[src/rtl/pair_relative_momentum_unit_macros.svh]
// Assertion macros for the pair relative momentum unit.
`ifndef PAIR_RELATIVE_MOMENTUM_UNIT_MACROS_SVH
`define PAIR_RELATIVE_MOMENTUM_UNIT_MACROS_SVH

`ifndef ASSERT_OFF
`define PRMU_ASSERT_IMPL(label, clk, rst_n, ante, cons) \
  label: assert property (@(posedge clk) disable iff (!rst_n) (ante) |-> (cons)) \
    else $error("pair relative momentum unit: check failed");
`define PRMU_ASSERT_NEXT(label, clk, rst_n, ante, cons) \
  label: assert property (@(posedge clk) disable iff (!rst_n) (ante) |=> (cons)) \
    else $error("pair relative momentum unit: check failed");
`else
`define PRMU_ASSERT_IMPL(label, clk, rst_n, ante, cons)
`define PRMU_ASSERT_NEXT(label, clk, rst_n, ante, cons)
`endif

`endif

[src/rtl/prmu_pkg.sv]
package prmu_pkg;

  localparam int CB = 24;
  localparam int SW = CB + 1;
  localparam int PW = 2 * SW;
  localparam int AW = PW + 2;
  localparam int RW = AW / 2;
  localparam int QW = 32;
  localparam int MW = 31;
  localparam int FW = 3;
  localparam int NV = 4 + RW + 1 + QW;

  localparam int FLAG_MASS = 0;
  localparam int FLAG_PT   = 1;
  localparam int FLAG_LONG = 2;

  typedef struct packed {
    logic [RW:0]   rem;
    logic [RW-1:0] root;
    logic [AW-1:0] rad;
  } sq_t;

  typedef struct packed {
    logic [RW-1:0] rem;
    logic [QW-1:0] q;
    logic [QW-1:0] num;
    logic [RW-1:0] d;
  } dv_t;

  typedef struct packed {
    logic [FW-1:0] flags;
    logic          tneg;
    logic [AW-1:0] mag_out;
    logic [AW-1:0] mag_side;
    logic [AW-1:0] mag_long;
    logic          neg_out;
    logic          neg_side;
    logic          neg_long;
  } sq_side_t;

  typedef struct packed {
    logic [MW-1:0] mass;
    logic [QW-1:0] qinv;
    logic [FW-1:0] flags;
    logic          neg_out;
    logic          neg_side;
    logic          neg_long;
    logic          ovf_out;
    logic          ovf_side;
    logic          ovf_long;
  } dv_side_t;

  function automatic sq_t sq_step(sq_t a);
    logic [RW+2:0] cur;
    logic [RW+2:0] trial;
    sq_t r;
    cur   = {a.rem, a.rad[AW-1 -: 2]};
    trial = {1'b0, a.root, 2'b01};
    r.rad = a.rad << 2;
    if (cur >= trial) begin
      r.rem  = (RW+1)'(cur - trial);
      r.root = {a.root[RW-2:0], 1'b1};
    end else begin
      r.rem  = (RW+1)'(cur);
      r.root = {a.root[RW-2:0], 1'b0};
    end
    return r;
  endfunction

  function automatic dv_t dv_step(dv_t a);
    logic [RW:0] cur;
    dv_t r;
    cur   = {a.rem, a.num[QW-1]};
    r.d   = a.d;
    r.num = a.num << 1;
    if (cur >= {1'b0, a.d}) begin
      r.rem = RW'(cur - {1'b0, a.d});
      r.q   = {a.q[QW-2:0], 1'b1};
    end else begin
      r.rem = RW'(cur);
      r.q   = {a.q[QW-2:0], 1'b0};
    end
    return r;
  endfunction

  function automatic logic [QW-1:0] sat_q(logic neg, logic ovf, logic [QW-1:0] q);
    logic [QW-1:0] lim;
    logic [QW-1:0] res;
    lim = {1'b1, {(QW-1){1'b0}}};
    if (neg) begin
      res = (ovf || q > lim) ? lim : (~q + 1'b1);
    end else begin
      res = (ovf || q[QW-1]) ? ~lim : q;
    end
    return res;
  endfunction

endpackage

[src/rtl/prmu_isqrt.sv]
module prmu_isqrt (
  input  logic                      clk,
  input  logic                      en,
  input  logic [prmu_pkg::AW-1:0]   rad,
  output logic [prmu_pkg::RW-1:0]   root
);

  prmu_pkg::sq_t st_r [prmu_pkg::RW];

  always_ff @(posedge clk) begin
    if (en) begin
      st_r[0] <= prmu_pkg::sq_step('{rem: '0, root: '0, rad: rad});
      for (int k = 1; k < prmu_pkg::RW; k++) begin
        st_r[k] <= prmu_pkg::sq_step(st_r[k-1]);
      end
    end
  end

  assign root = st_r[prmu_pkg::RW-1].root;

endmodule

[config.mk]
export PLATFORM = sky130hd
export DESIGN_NAME = prmu_isqrt
export DESIGN_NICKNAME = d
export VERILOG_FILES = /design/src/rtl/pair_relative_momentum_unit_macros.svh /design/src/rtl/prmu_pkg.sv /design/src/rtl/prmu_isqrt.sv
export SDC_FILE = /design/constraint.sdc
export NUM_CORES = 2
export LEC_CHECK = 0
export ABC_CLOCK_PERIOD_IN_PS = 4600
export BUFFER_PORTS_ARGS = -buffer_cell sky130_fd_sc_hd__buf_2
export CORE_ASPECT_RATIO = 0.7
export CORE_MARGIN = 2
export CORE_UTILIZATION = 40
export CTS_BUF_LIST = sky130_fd_sc_hd__clkbuf_4 sky130_fd_sc_hd__clkbuf_8
export CTS_CLUSTER_DIAMETER = 30
export DETAILED_ROUTE_END_ITERATION = 10
export SETUP_SLACK_MARGIN = 0.1
export SYNTH_ARGS = -nofsm -noshare
export SYNTH_HDL_FRONTEND = slang
export SYNTH_SLANG_ARGS = --single-unit
[constraint.sdc]
create_clock -name clk -period 4.6 [get_ports clk]
set_clock_uncertainty 0.2 [all_clocks]
set_input_delay 0.69 -clock clk [delete_from_list [all_inputs] [get_ports clk]]
set_output_delay 0.69 -clock clk [all_outputs]
set_load 0.02 [all_outputs]
==> key figures <==
CTS
  – Clock transition at the registers of the reported paths: 60 ps
  – Clock buffer count from CTS: 322
  – Clock latency at the later pin of the worst-skew pair: 920 ps
  – Clock tree from TritonCTS: done
  – Clock tree root buffer cell: sky130_fd_sc_hd__clkbuf_8
  – Depth of the CTS H-tree: 5
  – Maximum clock insertion buffer count: 4
  – Number of sinks on the clock net: 1639

STA
  – Worst-margin pin slew: 1230 ps
  – Total of endpoints with negative setup slack in the final report: 0
  – Fin. max-slew vios: 0
  – Final period utilization: 91.7%
  – RSZ-0062 raised after global routing: no
  – Slew Limit Headroom: 17.0%
  – Clock period minus worst slack: 4220 ps
  – Summed negative setup slack over all endpoints: 0 ps
  – Peak clock frequency supported by timing: 237 MHz
  – Final worst slack: 381 ps
  – Final-report hold violation count: 0

Final layout
  – Final Non-Filler Cells: 9049
  – Share of cells above drive strength 1: 12.0%
  – Largest register FFs: 1639
  – Registers with the most flip-flops: st_r x1639
  – Area Overhead vs Synth: 14.1%
  – Top register by number of flip-flops: st_r
  – Number of nets in the layout: 6724

Floorplan
  – Standard cell core area: 0.191 mm²
  – I/O pin count: 80
  – Effective utilization at floorplan: 40.3%
  – Die height: 370 µm
  – Placement row count: 134
  – Die area: 0.195 mm²
  – Die width: 528 µm

Setup path
  – R2R Path End: st_r[0][1235]$_DFFE_PP_
  – Category of the critical setup timing path: reg2reg
  – Origin of the critical flop-to-flop path: st_r[0][1090]$_DFFE_PP_
  – Kind of end point of the critical path: register
  – Worst path arrival time: 4620 ps
  – Critical Path Source Type: register
  – R2R Setup Slk: 380 ps
  – Largest fanout of any net on the critical path: 11
  – Data required time of the worst path: 5010 ps
  – Reg2Reg Depth: 11

Status
  – Result of the run: finished clean

Global route
  – First-pass GRT wire length: 244000 µm
  – Number of antenna violations at the first check in global routing: 2
  – Vias in the first global route: 45191
  – Maximum number of pins on one net before global-route repair: 137
  – Global-route total usage across every layer: 15.4%
  – Total gr overflow: 0

Hold path
  – Type of the tightest min-delay check: reg2reg
  – Worst-case hold path end point: st_r[0][427]$_DFFE_PP_
  – Worst Hold Path Cells: 0
  – Beginning of the worst hold path: st_r[0][322]$_DFFE_PP_

Logic synthesis
  – Post-synthesis cell count: 5899
  – Yosys top cell by area: sky130_fd_sc_hd__edfxtp_1
  – Average instance area after synthesis: 13.0 µm²
  – Post-synthesis cell area: 0.0767 mm²
  – Number of nets produced by synthesis: 6332
  – Share of the synthesized area in the top cell type: 64.1%
  – Yosys Warn Count: 0
  – FFs w/ async S/R, synth: 0%
  – Leading post-synthesis cells by cell area: sky130_fd_sc_hd__edfxtp_1 64%, sky130_fd_sc_hd__ha_1 6.2%, sky130_fd_sc_hd__xnor2_1 3.1%, sky130_fd_sc_hd__xor2_1 2.8%, sky130_fd_sc_hd__inv_1 2.4%
  – Post-synthesis register bit count: 1639
  – Count of unique library cells instantiated by Yosys: 89
  – Most used flip-flop cell after synthesis: sky130_fd_sc_hd__edfxtp_1
  – Sequential share of the synthesized area: 64.1%
  – Number of enable-type register cells in the synthesized netlist: 1639

Drt
  – Routed vias/inst: 5.13
  – First-pass detailed-route iteration total: 5
  – Remaining routing DRC violations: 0
  – Via count: 46460
  – Violation count after the first detailed-routing iteration: 3960
  – Remaining number of nets flagged by the antenna check after routing: 0
  – Average routed wire per standard cell: 17.0 µm
  – Total length of routed wires: 154000 µm

Place
  – Port-buffer cells: 79
  – Placer Congestion: 0.917
  – Pre-CTS setup slack: 399 ps
  – Post-DP HPWL: 107000 µm
  – Dpl cells: 8429

Pwr
  – Pwr Density: 488 mW/mm²
  – Worst vdd ir: 0.313 mV
  – Overall power: 42.7 mW
  – Leakage dissipation: 33.5 nW

Job
  – Maximum capacitance violations: 0
## synth_stat cells, drive strengths merged (67+ instances only)
cell type	count
edfxtp	1639
inv	482
ha	379
nand2	366
nor2	366
a21oi	354
o21ai	285
xnor2	275
xor2	241
nor3	162
a21o	131
nand3	97
clkbuf	79
o21a	71
nor4	67
## metrics by stage
| step | area, µm² | hold slack [ps] | util [%] |
|---|---|---|---|
| CTS | 87600 | 169 | 45.9 |
| floorplan | 76700 | 200 | - |
| global placement | 80400 | 200 | 42.2 |
| detailed placement | 80400 | 205 | 42.2 |
| global route | 87600 | 190 | 45.9 |
| finish | 87600 | 176 | 45.9 |
## worst max path at each step
stage / start / to / slack (ps)
after floorplan: st_r[1][90]$_DFFE_PP_ / st_r[1][201]$_DFFE_PP_ / 1260
after global placement: st_r[0][1115]$_DFFE_PP_ / st_r[0][1235]$_DFFE_PP_ / 430
after detailed placement: st_r[0][389]$_DFFE_PP_ / st_r[0][500]$_DFFE_PP_ / 400
after CTS: st_r[0][389]$_DFFE_PP_ / st_r[0][500]$_DFFE_PP_ / 380
after global routing: st_r[0][1115]$_DFFE_PP_ / st_r[0][1235]$_DFFE_PP_ / 190
final: st_r[0][1090]$_DFFE_PP_ / st_r[0][1235]$_DFFE_PP_ / 380
## power by group
group / leakage, nW / switching (mW) / internal, mW
clock: 3.36 / 6.29 / 8.73
sequential: 15.7 / 1.17 / 18.8
combinational: 14.4 / 4.45 / 3.32
total: 33.5 / 11.9 / 30.8
## cells by family (layout without fill, tap and decap cells)
kind of cell,Yosys count,count (layout),share of synthesized area (%)
AO/OA/AOI/OAI,1179,1179,9.70
XOR/XNOR,516,516,5.89
adder cells (fa/ha/maj),379,379,6.18
buffers and inverters,612,1245,3.17
flip-flops,1639,1639,64.1
multiplexers,69,69,1.03
other,1,2,0.00489
AND/OR/NAND/NOR,1504,1504,9.88
## placed cells by master (no fill, tap or decap), types with 39 or more instances in the layout
master | synthesis | final
sky130_fd_sc_hd__a21o_1 | 131 | 131
sky130_fd_sc_hd__a21oi_1 | 353 | 351
sky130_fd_sc_hd__and3_1 | 39 | 39
sky130_fd_sc_hd__buf_2 | 10 | 78
sky130_fd_sc_hd__buf_4 | 29 | 48
sky130_fd_sc_hd__clkbuf_4 | 0 | 59
sky130_fd_sc_hd__clkbuf_8 | 0 | 329
sky130_fd_sc_hd__clkinv_1 | 2 | 57
sky130_fd_sc_hd__clkinv_2 | 0 | 39
sky130_fd_sc_hd__dlygate4sd3_1 | 0 | 54
sky130_fd_sc_hd__edfxtp_1 | 1639 | 1639
sky130_fd_sc_hd__ha_1 | 379 | 379
sky130_fd_sc_hd__inv_1 | 481 | 481
sky130_fd_sc_hd__mux2_2 | 54 | 54
sky130_fd_sc_hd__nand2_1 | 366 | 366
sky130_fd_sc_hd__nand2b_1 | 64 | 64
sky130_fd_sc_hd__nand3_1 | 97 | 97
sky130_fd_sc_hd__nand4_1 | 51 | 51
sky130_fd_sc_hd__nor2_1 | 366 | 364
sky130_fd_sc_hd__nor2b_1 | 50 | 50
sky130_fd_sc_hd__nor3_1 | 156 | 156
sky130_fd_sc_hd__nor4_1 | 64 | 63
sky130_fd_sc_hd__o21a_1 | 71 | 71
sky130_fd_sc_hd__o21ai_0 | 281 | 281
sky130_fd_sc_hd__or3_1 | 58 | 58
sky130_fd_sc_hd__or4_1 | 44 | 44
sky130_fd_sc_hd__xnor2_1 | 275 | 275
sky130_fd_sc_hd__xor2_1 | 241 | 241
## critical path, stage by stage, from the launching register on
cell and delay (ps):
sky130_fd_sc_hd__edfxtp_1 390, sky130_fd_sc_hd__inv_1 70, sky130_fd_sc_hd__ha_1 380, sky130_fd_sc_hd__nand4_1 240, sky130_fd_sc_hd__nor4_1 830, sky130_fd_sc_hd__nor3_1 240
sky130_fd_sc_hd__and3_1 230, sky130_fd_sc_hd__and3_1 340, sky130_fd_sc_hd__inv_1 150, sky130_fd_sc_hd__nand4b_1 320, sky130_fd_sc_hd__nor3_1 400, sky130_fd_sc_hd__xor2_1 110
## timing repair
item,4_1_cts,5_1_grt
hold endpoints to repair,63,0
hold buffers,54,0
setup endpoints to repair,0,2
buffers inserted,0,0
gates resized for setup,0,1
## layer usage
metal  vias up  share of wire (%)  global-route usage (%)
met5         -                  0                       0
met4         0                2.5                    5.00
met3       294                5.3                    2.81
met2      1184                 42                    22.8
met1     22210                 50                    22.8
li1      22772                  -                       -
## layout make-up
type | count | area [µm²]
clock buffers | 388 | 4970
diodes | 1 | 2.50
multi-input cells | 3648 | 25100
flip-flops and latches | 1639 | 49200
fillers | 16818 | 103000
inverters | 484 | 1820
well taps | 2516 | 3150
repair buffers | 196 | 1610
clock inverters | 177 | 1670
Note: power is estimated with default switching activity, not from simulation.
